`src/e2c_pkg.sv`:
```
// Shared constants, types and tables for the epoch-to-calendar pipeline.
// No dependencies; imported by every module of the block.
package e2c_pkg;

    localparam int NUM_STAGES = 15;

    typedef logic [NUM_STAGES:1] stage_en_t;

    // Bias that makes every input non-negative: 11150 whole 400-year eras in seconds.
    localparam logic [48:0] EPOCH_OFFSET  = 49'd140744005920000;
    localparam logic [14:0] ERA_BIAS      = 15'd11150;
    localparam logic [13:0] REBASE_DAYS   = 14'd11017;

    // 86400 = 675 * 128; the 128 part is a shift.
    localparam logic [9:0]  DIV_675       = 10'd675;
    localparam logic [31:0] RECIP_675     = 32'd3257812230;   // floor(2^41 / 675)

    localparam logic [17:0] D400          = 18'd146097;
    localparam logic [14:0] RECIP_D400    = 15'd29398;        // floor(2^32 / 146097)
    localparam logic [15:0] D100          = 16'd36524;
    localparam logic [10:0] D4            = 11'd1461;
    localparam logic [5:0]  RECIP_D4      = 6'd44;            // floor(2^16 / 1461)
    localparam logic [8:0]  D1            = 9'd365;

    localparam logic [5:0]  SIXTY         = 6'd60;
    localparam logic [11:0] RECIP_60_SOD  = 12'd2184;         // floor(2^17 / 60)
    localparam logic [5:0]  RECIP_60_MOD  = 6'd34;            // floor(2^11 / 60)

    localparam logic [5:0]  ERA_WDAY      = 6'd3;             // 2000-03-01 is a Wednesday
    localparam logic [3:0]  DAYS_PER_WEEK = 4'd7;
    localparam logic [8:0]  MAR1_YDAY     = 9'd59;
    localparam logic [23:0] ERA_YEARS     = 24'd400;
    localparam logic [23:0] CENTURY_YEARS = 24'd100;
    // 400 * ERA_BIAS - (2000 - 1900)
    localparam logic [23:0] YEAR_BIAS     = 24'd4459900;
    localparam logic [3:0]  MONTH_WRAP    = 4'd10;
    localparam logic [3:0]  MONTHS_TO_JAN = 4'd2;

    typedef struct packed {
        logic [14:0] q400;
        logic [1:0]  c100;
        logic [4:0]  c4;
        logic [1:0]  c1;
        logic [8:0]  d1;
        logic [2:0]  wday;
    } era_t;

    typedef struct packed {
        logic [4:0] hour;
        logic [5:0] minute;
        logic [5:0] second;
    } tod_t;

    typedef struct packed {
        logic [8:0]  yday;
        logic [23:0] year;
        logic [3:0]  month;
        logic [4:0]  mday;
        logic [2:0]  wday;
    } date_t;

    // First day of each month counted from March 1st.
    function automatic logic [8:0] month_start(input logic [3:0] mi);
        logic [8:0] d;
        case (mi)
            4'd0:    d = 9'd0;
            4'd1:    d = 9'd31;
            4'd2:    d = 9'd61;
            4'd3:    d = 9'd92;
            4'd4:    d = 9'd122;
            4'd5:    d = 9'd153;
            4'd6:    d = 9'd184;
            4'd7:    d = 9'd214;
            4'd8:    d = 9'd245;
            4'd9:    d = 9'd275;
            4'd10:   d = 9'd306;
            4'd11:   d = 9'd337;
            default: d = 9'd0;
        endcase
        return d;
    endfunction

endpackage

```
`src/e2c_daysplit.sv`:
```
// Stages 1-5: biased seconds split into day count (rebased to 2000-03-01) and second of day.
// Depends on e2c_pkg.
module e2c_daysplit (
    input  logic                 aclk,
    input  e2c_pkg::stage_en_t   en,
    input  logic signed [47:0]   epoch_seconds,
    output logic [31:0]          dp,
    output logic [16:0]          sod
);
    import e2c_pkg::*;

    logic [48:0] u_reg;
    logic [53:0] pph_reg;
    logic [51:0] ppl_reg;
    logic [10:0] v2_reg;
    logic [6:0]  lo2_reg;
    logic [73:0] qsum;
    logic [31:0] qe3_reg;
    logic [10:0] v3_reg;
    logic [6:0]  lo3_reg;
    logic [10:0] qm;
    logic [31:0] qe4_reg;
    logic [10:0] r4_reg;
    logic [6:0]  lo4_reg;
    logic        fix;
    logic [10:0] rsel;
    logic [31:0] dp_reg;
    logic [16:0] sod_reg;

    assign qsum = {pph_reg, 20'b0} + 74'(ppl_reg);
    assign qm   = 11'(qe3_reg[10:0] * 11'(DIV_675));
    assign fix  = r4_reg >= 11'(DIV_675);
    assign rsel = fix ? r4_reg - 11'(DIV_675) : r4_reg;

    always_ff @(posedge aclk) begin
        if (en[1]) begin
            u_reg <= {epoch_seconds[47], epoch_seconds} + EPOCH_OFFSET;
        end
        if (en[2]) begin
            pph_reg <= 54'(u_reg[48:27]) * 54'(RECIP_675);
            ppl_reg <= 52'(u_reg[26:7]) * 52'(RECIP_675);
            v2_reg  <= u_reg[17:7];
            lo2_reg <= u_reg[6:0];
        end
        if (en[3]) begin
            qe3_reg <= qsum[72:41];
            v3_reg  <= v2_reg;
            lo3_reg <= lo2_reg;
        end
        if (en[4]) begin
            qe4_reg <= qe3_reg;
            r4_reg  <= v3_reg - qm;
            lo4_reg <= lo3_reg;
        end
        if (en[5]) begin
            dp_reg  <= qe4_reg + 32'(fix) - 32'(REBASE_DAYS);
            sod_reg <= {rsel[9:0], lo4_reg};
        end
    end

    assign dp  = dp_reg;
    assign sod = sod_reg;

endmodule

```
`src/e2c_era.sv`:
```
// Stages 6-13: day count split into 400/100/4/1-year cycles plus weekday.
// Depends on e2c_pkg.
module e2c_era (
    input  logic                 aclk,
    input  e2c_pkg::stage_en_t   en,
    input  logic [31:0]          dp,
    output e2c_pkg::era_t        era
);
    import e2c_pkg::*;

    // stage 6
    logic [46:0] p400_reg;
    logic [18:0] dpl_reg;
    // stage 7
    logic [14:0] q400e_reg;
    logic [18:0] r7_reg;
    // stage 8
    logic        fix8;
    logic [18:0] r8sel;
    logic [14:0] q400_8_reg;
    logic [17:0] r400_reg;
    // stage 9
    logic [1:0]  c100;
    logic [5:0]  wsum1;
    logic [3:0]  wsum2;
    logic [14:0] q400_9_reg;
    logic [1:0]  c100_9_reg;
    logic [15:0] d100_9_reg;
    logic [2:0]  wday_9_reg;
    // stage 10
    logic [20:0] p4_reg;
    logic [14:0] q400_10_reg;
    logic [1:0]  c100_10_reg;
    logic [15:0] d100_10_reg;
    logic [2:0]  wday_10_reg;
    // stage 11
    logic [4:0]  q4e_reg;
    logic [11:0] r11_reg;
    logic [14:0] q400_11_reg;
    logic [1:0]  c100_11_reg;
    logic [2:0]  wday_11_reg;
    // stage 12
    logic        fix12;
    logic [11:0] r12sel;
    logic [4:0]  c4_12_reg;
    logic [10:0] d4_12_reg;
    logic [14:0] q400_12_reg;
    logic [1:0]  c100_12_reg;
    logic [2:0]  wday_12_reg;
    // stage 13
    logic [1:0]  c1;
    era_t        era_reg;

    assign fix8  = r7_reg >= 19'(D400);
    assign r8sel = fix8 ? r7_reg - 19'(D400) : r7_reg;

    assign c100 = 2'(r400_reg >= 18'd36524) + 2'(r400_reg >= 18'd73048)
                + 2'(r400_reg >= 18'd109572);

    // 8 == 1 mod 7: octal digit sums keep the residue
    assign wsum1 = ERA_WDAY + 6'(r400_reg[2:0]) + 6'(r400_reg[5:3]) + 6'(r400_reg[8:6])
                 + 6'(r400_reg[11:9]) + 6'(r400_reg[14:12]) + 6'(r400_reg[17:15]);
    assign wsum2 = 4'(wsum1[5:3]) + 4'(wsum1[2:0]);

    assign fix12  = r11_reg >= 12'(D4);
    assign r12sel = fix12 ? r11_reg - 12'(D4) : r11_reg;

    assign c1 = 2'(d4_12_reg >= 11'd365) + 2'(d4_12_reg >= 11'd730)
              + 2'(d4_12_reg >= 11'd1095);

    always_ff @(posedge aclk) begin
        if (en[6]) begin
            p400_reg <= 47'(dp) * 47'(RECIP_D400);
            dpl_reg  <= dp[18:0];
        end
        if (en[7]) begin
            q400e_reg <= p400_reg[46:32];
            r7_reg    <= dpl_reg - 19'(19'(p400_reg[46:32]) * 19'(D400));
        end
        if (en[8]) begin
            q400_8_reg <= q400e_reg + 15'(fix8);
            r400_reg   <= r8sel[17:0];
        end
        if (en[9]) begin
            q400_9_reg <= q400_8_reg;
            c100_9_reg <= c100;
            d100_9_reg <= 16'(r400_reg - 18'(18'(c100) * 18'(D100)));
            wday_9_reg <= (wsum2 >= DAYS_PER_WEEK) ? 3'(wsum2 - DAYS_PER_WEEK) : 3'(wsum2);
        end
        if (en[10]) begin
            p4_reg      <= 21'(d100_9_reg) * 21'(RECIP_D4);
            q400_10_reg <= q400_9_reg;
            c100_10_reg <= c100_9_reg;
            d100_10_reg <= d100_9_reg;
            wday_10_reg <= wday_9_reg;
        end
        if (en[11]) begin
            q4e_reg     <= p4_reg[20:16];
            r11_reg     <= d100_10_reg[11:0] - 12'(12'(p4_reg[20:16]) * 12'(D4));
            q400_11_reg <= q400_10_reg;
            c100_11_reg <= c100_10_reg;
            wday_11_reg <= wday_10_reg;
        end
        if (en[12]) begin
            c4_12_reg   <= q4e_reg + 5'(fix12);
            d4_12_reg   <= r12sel[10:0];
            q400_12_reg <= q400_11_reg;
            c100_12_reg <= c100_11_reg;
            wday_12_reg <= wday_11_reg;
        end
        if (en[13]) begin
            era_reg.q400 <= q400_12_reg;
            era_reg.c100 <= c100_12_reg;
            era_reg.c4   <= c4_12_reg;
            era_reg.c1   <= c1;
            era_reg.d1   <= 9'(d4_12_reg - 11'(11'(c1) * 11'(D1)));
            era_reg.wday <= wday_12_reg;
        end
    end

    assign era = era_reg;

endmodule

```
`src/e2c_date.sv`:
```
// Stages 14-15: leap flag, year, day of year, month and day of month from the cycle counts.
// Depends on e2c_pkg.
module e2c_date (
    input  logic                 aclk,
    input  e2c_pkg::stage_en_t   en,
    input  e2c_pkg::era_t        era,
    output e2c_pkg::date_t       date
);
    import e2c_pkg::*;

    logic        leap;
    logic [3:0]  mi;
    logic        leap_reg;
    logic [23:0] year_reg;
    logic [3:0]  mi_reg;
    logic [8:0]  d1_reg;
    logic [2:0]  wday_reg;
    logic [8:0]  yday_pre;
    logic [8:0]  year_len;
    logic        wrap;
    date_t       date_reg;

    assign leap = (era.c1 == 2'd0) && ((era.c4 != 5'd0) || (era.c100 == 2'd0));

    always_comb begin
        mi = 4'd0;
        for (int k = 1; k < 12; k++) begin
            mi = mi + 4'(era.d1 >= month_start(4'(k)));
        end
    end

    assign yday_pre = d1_reg + MAR1_YDAY + 9'(leap_reg);
    assign year_len = D1 + 9'(leap_reg);
    assign wrap     = yday_pre >= year_len;

    always_ff @(posedge aclk) begin
        if (en[14]) begin
            leap_reg <= leap;
            year_reg <= 24'(era.q400) * ERA_YEARS - YEAR_BIAS
                      + 24'(era.c100) * CENTURY_YEARS
                      + 24'({era.c4, 2'b00}) + 24'(era.c1);
            mi_reg   <= mi;
            d1_reg   <= era.d1;
            wday_reg <= era.wday;
        end
        if (en[15]) begin
            date_reg.yday  <= wrap ? yday_pre - year_len : yday_pre;
            date_reg.year  <= year_reg + 24'(wrap);
            date_reg.month <= (mi_reg >= MONTH_WRAP) ? mi_reg - MONTH_WRAP
                                                     : mi_reg + MONTHS_TO_JAN;
            date_reg.mday  <= 5'(d1_reg - month_start(mi_reg) + 9'd1);
            date_reg.wday  <= wday_reg;
        end
    end

    assign date = date_reg;

endmodule

```
`src/e2c_clock.sv`:
```
// Stages 6-15: second of day split into hour, minute and second, then aligned to the date path.
// Depends on e2c_pkg.
module e2c_clock (
    input  logic                 aclk,
    input  e2c_pkg::stage_en_t   en,
    input  logic [16:0]          sod,
    output e2c_pkg::tod_t        tod
);
    import e2c_pkg::*;

    logic [28:0] ps_reg;
    logic [6:0]  sodl_reg;
    logic [10:0] mine_reg;
    logic [6:0]  sec7_reg;
    logic        fix8;
    logic [6:0]  sec8sel;
    logic [10:0] mins8_reg;
    logic [5:0]  sec8_reg;
    logic [15:0] ph_reg;
    logic [6:0]  mins9_reg;
    logic [5:0]  sec9_reg;
    logic [4:0]  hre_reg;
    logic [6:0]  min10_reg;
    logic [5:0]  sec10_reg;
    logic        fix11;
    logic [6:0]  min11sel;
    tod_t        tod11_reg;
    tod_t        dly_reg [12:15];

    assign fix8     = sec7_reg >= 7'(SIXTY);
    assign sec8sel  = fix8 ? sec7_reg - 7'(SIXTY) : sec7_reg;
    assign fix11    = min10_reg >= 7'(SIXTY);
    assign min11sel = fix11 ? min10_reg - 7'(SIXTY) : min10_reg;

    always_ff @(posedge aclk) begin
        if (en[6]) begin
            ps_reg   <= 29'(sod) * 29'(RECIP_60_SOD);
            sodl_reg <= sod[6:0];
        end
        if (en[7]) begin
            mine_reg <= ps_reg[27:17];
            sec7_reg <= sodl_reg - 7'(7'(ps_reg[23:17]) * 7'(SIXTY));
        end
        if (en[8]) begin
            mins8_reg <= mine_reg + 11'(fix8);
            sec8_reg  <= sec8sel[5:0];
        end
        if (en[9]) begin
            ph_reg    <= 16'(mins8_reg) * 16'(RECIP_60_MOD);
            mins9_reg <= mins8_reg[6:0];
            sec9_reg  <= sec8_reg;
        end
        if (en[10]) begin
            hre_reg   <= ph_reg[15:11];
            min10_reg <= mins9_reg - 7'(7'(ph_reg[15:11]) * 7'(SIXTY));
            sec10_reg <= sec9_reg;
        end
        if (en[11]) begin
            tod11_reg.hour   <= hre_reg + 5'(fix11);
            tod11_reg.minute <= min11sel[5:0];
            tod11_reg.second <= sec10_reg;
        end
        if (en[12]) begin
            dly_reg[12] <= tod11_reg;
        end
        for (int k = 13; k <= 15; k++) begin
            if (en[k]) begin
                dly_reg[k] <= dly_reg[k-1];
            end
        end
    end

    assign tod = dly_reg[15];

endmodule

```
`src/epoch_seconds_to_calendar.sv`:
```
// Signed Unix seconds to broken-down UTC Gregorian date and time of day.
// Top level: stage valid/enable chain; instantiates e2c_daysplit, e2c_era, e2c_clock, e2c_date.
//
// One result beat is produced for each accepted input beat; the block sustains one beat per
// clock while m_ready stays high. The constant divisions (by 86400, 146097, 1461 and 60) are
// each done as a reciprocal multiply, a remainder multiply and a one-step correction in
// successive stages. Each stage holds its beat while the next stage is full and stalled, so a
// stalled result only blocks the input once every stage is occupied. Any 48-bit signed input
// is valid; times before 1970 round down to the previous day, and the year is reported minus
// 1900 in 24-bit two's complement.
module epoch_seconds_to_calendar (
    input  logic               aclk,
    input  logic               aresetn,
    input  logic               s_valid,
    output logic               s_ready,
    input  logic signed [47:0] s_epoch_seconds,
    output logic               m_valid,
    input  logic               m_ready,
    output logic [5:0]         m_second_of_minute,
    output logic [5:0]         m_minute_of_hour,
    output logic [4:0]         m_hour_of_day,
    output logic [2:0]         m_day_of_week,
    output logic [8:0]         m_day_of_year,
    output logic signed [23:0] m_year_since_1900,
    output logic [3:0]         m_month_index,
    output logic [4:0]         m_day_of_month
);
    import e2c_pkg::*;

    stage_en_t   en;
    stage_en_t   valid_reg;
    stage_en_t   valid_next;
    logic [31:0] dp;
    logic [16:0] sod;
    era_t        era;
    tod_t        tod;
    date_t       date;

    always_comb begin
        en[NUM_STAGES] = !valid_reg[NUM_STAGES] || m_ready;
        for (int k = NUM_STAGES - 1; k >= 1; k--) begin
            en[k] = !valid_reg[k] || en[k+1];
        end
    end

    always_comb begin
        valid_next = valid_reg;
        if (en[1]) begin
            valid_next[1] = s_valid;
        end
        for (int k = 2; k <= NUM_STAGES; k++) begin
            if (en[k]) begin
                valid_next[k] = valid_reg[k-1];
            end
        end
    end

    always_ff @(posedge aclk) begin
        if (!aresetn) begin
            valid_reg <= '0;
        end else begin
            valid_reg <= valid_next;
        end
    end

    e2c_daysplit u_daysplit (
        .aclk          (aclk),
        .en            (en),
        .epoch_seconds (s_epoch_seconds),
        .dp            (dp),
        .sod           (sod)
    );

    e2c_era u_era (
        .aclk (aclk),
        .en   (en),
        .dp   (dp),
        .era  (era)
    );

    e2c_clock u_clock (
        .aclk (aclk),
        .en   (en),
        .sod  (sod),
        .tod  (tod)
    );

    e2c_date u_date (
        .aclk (aclk),
        .en   (en),
        .era  (era),
        .date (date)
    );

    assign s_ready            = en[1];
    assign m_valid            = valid_reg[NUM_STAGES];
    assign m_second_of_minute = tod.second;
    assign m_minute_of_hour   = tod.minute;
    assign m_hour_of_day      = tod.hour;
    assign m_day_of_week      = date.wday;
    assign m_day_of_year      = date.yday;
    assign m_year_since_1900  = $signed(date.year);
    assign m_month_index      = date.month;
    assign m_day_of_month     = date.mday;

    a_accept_enters: assert property (@(posedge aclk) disable iff (!aresetn)
        s_valid && s_ready |=> valid_reg[1])
        else $error("accepted beat missing from first stage");

    a_full_stall: assert property (@(posedge aclk) disable iff (!aresetn)
        (&valid_reg) && !m_ready |-> !s_ready)
        else $error("input taken while pipeline full and stalled");

    a_time_range: assert property (@(posedge aclk) disable iff (!aresetn)
        m_valid |-> (m_second_of_minute < 6'd60) && (m_minute_of_hour < 6'd60)
                    && (m_hour_of_day < 5'd24))
        else $error("time of day out of range");

    a_date_range: assert property (@(posedge aclk) disable iff (!aresetn)
        m_valid |-> (m_day_of_week < 3'd7) && (m_month_index < 4'd12)
                    && (m_day_of_month != 5'd0) && (m_day_of_year < 9'd366))
        else $error("date field out of range");

endmodule
```
`config.mk`:
```
export PLATFORM = sky130hd
export DESIGN_NAME = epoch_seconds_to_calendar
export DESIGN_NICKNAME = d
export VERILOG_FILES = /design/src/e2c_pkg.sv /design/src/e2c_daysplit.sv /design/src/e2c_era.sv /design/src/e2c_date.sv /design/src/e2c_clock.sv /design/src/epoch_seconds_to_calendar.sv
export SDC_FILE = /design/constraint.sdc
export NUM_CORES = 2
export LEC_CHECK = 0
export ABC_AREA = 1
export BUFFER_PORTS_ARGS = -buffer_cell sky130_fd_sc_hd__buf_2
export CORE_AREA = 2 2 396 398
export CTS_CLUSTER_DIAMETER = 200
export DETAILED_ROUTE_END_ITERATION = 8
export DIE_AREA = 0 0 398 400
export PLACE_DENSITY = 0.71
export REMOVE_ABC_BUFFERS = 1
export SLEW_MARGIN = 30
export SYNTH_ARGS = -nofsm -noshare
export SYNTH_HDL_FRONTEND = slang
export SYNTH_SLANG_ARGS = --single-unit
```
`constraint.sdc`:
```
create_clock -name aclk -period 12.6 [get_ports aclk]
set_input_delay 1.89 -clock aclk [delete_from_list [all_inputs] [get_ports aclk]]
set_output_delay 1.89 -clock aclk [all_outputs]
set_load 0.01 [all_outputs]
```
Word-level counts from Yosys, hierarchy flattened:

Memories as Yosys holds them, arrays and structs flattened. A register that Yosys moved wholly into a read port is not among the register bits.
Cells that the tools add are included.

* add/subtract/negate cells: 55
* $lt $le $gt $ge: 25
* $mul: 15
* mux-type cells: 18
* reductions and logical operators: 35

Operators with widths (number)
* $add A73 B52 Y73: 1
* $mul A22 B31 Y52 const B: 1
* $mul A20 B31 Y51 const B: 1
* $add A49 B48 Y49 const B: 1
* $mul A32 B14 Y46 const B: 1
* $add A4 B1 Y4: 9
* $ge A18 B17 Y1 const B: 2
* $ge A9 B8 Y1 const B: 4
* $add A32 B1 Y32: 1
* $sub A32 B14 Y32 const B: 1
* $add A6 B3 Y6: 5
* $ge A9 B9 Y1 const B: 3
* $mul A17 B9 Y25 const B: 1
* $add A24 B1 Y24: 1
* $add A24 B2 Y24: 1
* $add A24 B7 Y24: 1
* $add A24 B9 Y24: 1
* $sub A24 B23 Y24 const B: 1
* $ge A11 B10 Y1 const B: 2
* $mul A15 B5 Y20 const B: 1
* $ge A19 B18 Y1 const B: 1
* $mul A15 B18 Y19 const B: 1
* $mul A16 B4 Y19 const B: 1
* $sub A19 B19 Y19: 1
* other kinds (57): 105

* ROM bits: 144
* bits of input ports: 52
* output and inout bits: 64
* memories kept: 2
* memory bits (writable): 68
* logic and storage cells: 234
* bits in registers: 878

Memories
* (no name shown): depth 16, bits a word 9, read ports 1, clocked after memory_dff 1, wr ports 0, line e2c_pkg.sv:65 `case (mi)`
* u_clock.dly_reg: depth 4, bits a word 17, read ports 4, clocked after memory_dff 0, wr ports 4, line e2c_clock.sv:28 `tod_t dly_reg [12:15];`

Depth between registers and ports, before layout:

* depth after elaboration: 16
* gate-level depth with buffers: 27
* mapped depth without buffers: 27

Cells and area by module:

Synthesis repeated with hierarchy kept, for this count alone.

* cells, all modules: 9322
* area, all modules: 82476.6 um^2

Modules (own cells, without submodules)
* e2c_daysplit: instances 1, area each 38250.4 um^2, cells an instance 4905, sequential area each 8978.6 um^2
* e2c_era: instances 1, area each 27699.1 um^2, cells an instance 2831, sequential area each 8498.2 um^2
* e2c_clock: instances 1, area each 8536.9 um^2, cells an instance 674, sequential area each 5225.0 um^2
* e2c_date: instances 1, area each 7358.3 um^2, cells an instance 846, sequential area each 2682.6 um^2
* epoch_seconds_to_calendar: instances 1, area each 631.9 um^2, cells an instance 66, sequential area each 300.3 um^2

Least setup slack after synthesis:

OpenSTA, ideal clock, no wires.

* path type: input to register
* start: input m_ready
* end: register u_daysplit.lo2_reg[0] (enable)
* setup time: 1.190 ns
* stages: 8
* arrival: 8.590 ns
* slack: 2.820 ns
* path buffers: 0
* path through: inv_1 > nand4_2 > nor2_4 > nand4_2 > nor2_2 > nand4_2 > nor2_2 > nand3_1

* word-level cells in the longest chain between the ends: 14

RTL lines
* from (decl): line epoch_seconds_to_calendar.sv:18 `input logic m_ready,`
* $logic_or A1 B1 Y1: line epoch_seconds_to_calendar.sv:40 `en[NUM_STAGES] = !valid_reg[NUM_STAGES] || m_ready;`
* $logic_or A1 B1 Y1 (2 in a row): line epoch_seconds_to_calendar.sv:42 `en[k] = !valid_reg[k] || en[k+1];`
* named net en[12]: line epoch_seconds_to_calendar.sv:30 `stage_en_t en;`
* $logic_or A1 B1 Y1 (4 in a row): line epoch_seconds_to_calendar.sv:42
* named net en[8]: line epoch_seconds_to_calendar.sv:30
* $logic_or A1 B1 Y1 (4 in a row): line epoch_seconds_to_calendar.sv:42
* named net en[4]: line epoch_seconds_to_calendar.sv:30
* $logic_or A1 B1 Y1 (3 in a row): line epoch_seconds_to_calendar.sv:42
* named net en[1]: line epoch_seconds_to_calendar.sv:30
* to (signal assigned): line e2c_daysplit.sv:43 `lo2_reg <= u_reg[6:0];`
* to (decl): line e2c_daysplit.sv:16 `logic [6:0] lo2_reg;`

The timed path passes the listed nets, and every way through them passes these cells.
A chain may end at the register's enable or synchronous reset.

Worst setup path after layout:

* start: input m_ready
* end: output s_ready

* word-level cells in the longest chain between the ends: 15

RTL lines
* $logic_or A1 B1 Y1: line epoch_seconds_to_calendar.sv:40
* $logic_or A1 B1 Y1 (2 in a row): line epoch_seconds_to_calendar.sv:42
* named net en[12]: line epoch_seconds_to_calendar.sv:30
* $logic_or A1 B1 Y1 (4 in a row): line epoch_seconds_to_calendar.sv:42
* named net en[8]: line epoch_seconds_to_calendar.sv:30
* $logic_or A1 B1 Y1 (4 in a row): line epoch_seconds_to_calendar.sv:42
* named net en[4]: line epoch_seconds_to_calendar.sv:30
* $logic_or A1 B1 Y1 (4 in a row): line epoch_seconds_to_calendar.sv:42
* to (decl): line epoch_seconds_to_calendar.sv:15 `output logic s_ready,`

The timed path passes the listed nets, and every way through them passes these cells.

==> reports/qor.txt <==
fraction of registers with async set or reset after synthesis = 0%
IO Pins = 116
Worst R2R Path Depth = 22
Slowest-stage cell, CP = nor2_2
DRC = 0
total CTS buffers = 88
iteration count of the initial detailed-routing pass = 5
Syn Inst Count = 7,695
Buffers & Inverters on Critical Path = 6
fin crit share = 55.9%
port buffer count = 115
Yosys cell types = 67
most instantiated cells after synthesis = 1,758 x inv_1, 1,153 x ha_1, 924 x nand2_1
Layout area overhead = 7.88%
CP endpoint kind = output port
first-pass GRT wire length = 284,000 µm
Max Cap Viol = 0
run status = complete, no violations
height of the die = 400 µm
delay-heaviest family, CP = simple AND/OR/NAND/NOR gates
Warnings, synthesis = 0
Post-synth EDFFs = 842
drt first-iter violations = 2,711
CP peak stage delay = 380 ps
CTS tree = yes
critical path class = primary input to output port
Crit. path cell count = 13
Site Rows = 145
RSZ-0062 raised after global routing = no
postcts setup bufs = 0
worst-margin pin slew = 932 ps
minimum clock period = 7040 ps
crit path launch type = primary input
largest net degree at the start of global routing = 89
Clock Skew = 37.1 ps
hold path depth = 0
core footprint = 0.155 mm²
overall routing resource usage = 22.7%
global route overflow = 0
slew margin rel. = 37.1%
critical path required time = 10,710 ps
Worst Path Arrival = 5150 ps
Initial Util = 49.7%
max reg flops = 68
Clock Latency Late Sink = 710 ps
Max clock buf depth = 3
share of layout cells above drive strength 1 = 4.27%
Die Footprint = 0.159 mm²
share of the yosys chip area belonging to registers = 33.3%
Hold Path Class = register to register
flops & latches, synth = 862
Fmax achieved = 142 MHz
Yosys top cell by area = edfxtp_1
top-area cell type share of the netlist area = 32.8%
Clk pin slew, worst setup/hold paths = 60 ps
CP cell instances = buf_2 -> inv_1 -> nand4_4 -> buf_4 -> nor2_4 -> nand4_4 -> nor2_2 -> nand4_2 -> buf_4 -> nor2_2 -> nand4_1 -> buf_4 -> buf_2
Avg Inst Size Synth = 10.0 µm²
GPL Wtd Cong = 0.959
final setup fails = 0
antenna viol nets, final = 0
clk root buf = clkbuf_16
post_cts resized = 0
most numerous cell in the Yosys netlist = inv_1
# clock sinks = 862
number of global-route vias before repair = 54,147
Syn Std Cell Area = 0.0770 mm²
initial antenna violation count = 0
Final #Nets = 9,754
hold-fix buffers at CTS = 0
ys flop type = edfxtp_1
Critical Path Most Common Cell = buf_4
Crit Path Max Fanout = 55
max-slew violations = 0
final hold violation count = 0
Area contributors post-synth = edfxtp_1 33%, ha_1 19%, fa_1 17%, inv_1 8.6%, nand2_1 4.5%
WL/cell = 17.7 µm
ant diodes = 0
setup TNS = 0 ps
die width = 398 µm
Vias/cell = 5.17
H-tree Lvls = 3
hpwl dp = 150,000 µm
routed wire length = 178,000 µm
DR vias = 51,835
[kinds of logic after synthesis]
kind of cell               share of synthesized area (%)
muxes                                             0.0438
DFF                                                 33.3
xor gates and xnor gates                            5.14
adders and majority gates                           35.9
and+or+nand+nor                                     10.6
AOI/OAI and AO/OA                                   6.21
buffers and inverters                               8.84
[worst reg2reg max path, cell delays in order, from the launching register on]
cell and delay [ps]:
edfxtp_1 650, inv_1 260, ha_1 340, inv_1 80, ha_1 150, inv_1 50, fa_1 500, inv_1 50
fa_1 470, inv_1 50, fa_1 540, inv_1 60, fa_1 510, fa_1 500, ha_1 390, a21o_1 230
nor2_1 200, nor2_1 60, nor2_1 250, nor2_1 80, nor3_1 340, nand3_1 150, xor2_1 160
[layout make-up]
type | instances | area (µm²)
Fill cell | 13711 | 72000
Multi-Input combinational cell | 5042 | 44600
Sequential cell | 862 | 25700
Inverter | 1763 | 6630
Tap cell | 2058 | 2570
Clock buffer | 105 | 2300
Timing Repair Buffer | 132 | 719
Clock inverter | 57 | 607
[placed cells by master, fill, tap and decap left out, types with 115 or more instances in the layout]
cell / Yosys / final
a21oi_1: 379 / 379
nand3_1: 234 / 232
nand2_1: 924 / 920
xnor2_1: 131 / 131
fa_1: 660 / 660
edfxtp_1: 842 / 842
xor2_1: 314 / 314
o21ai_0: 241 / 241
buf_2: 5 / 115
ha_1: 1153 / 1153
nor2_1: 523 / 523
inv_1: 1758 / 1753
[through the flow]
step | instance area, µm² | hold WS, ps | worst slack, ps | instances | utilization (%)
final | 83100 | 404 | 5560 | 10019 | 53.6
after global routing | 83100 | 419 | 5240 | 10019 | 53.6
after CTS | 83100 | 403 | 4820 | 10018 | 53.6
after detailed placement | 80200 | 405 | 4820 | 9856 | 51.7
after global placement | 80200 | 400 | 5030 | 9856 | 51.7
after floorplan | 76900 | 400 | 2820 | 7667 | -
[worst paths after layout]
check / start / endpoint / slack, ps
max: m_ready / s_ready / 5560
min reg2reg: u_clock.sodl_reg[1] / u_clock.sec7_reg[1] / 400
max reg2reg: u_daysplit.u_reg[41] / u_daysplit.pph_reg[47] / 6260
min: u_clock.sodl_reg[1] / u_clock.sec7_reg[1] / 400
[metal layers]
metal / track usage, % / share of wire [%] / vias to the layer above
met5: 0 / 0 / -
met2: 41.8 / 51 / 998
met3: 2.49 / 3.6 / 262
li1: - / - / 25427
met1: 28.1 / 42 / 25148
met4: 6.39 / 2.9 / 0
Power is not shown: default switching activity piles up to over one toggle a cycle in this logic, so the estimate is an artifact.
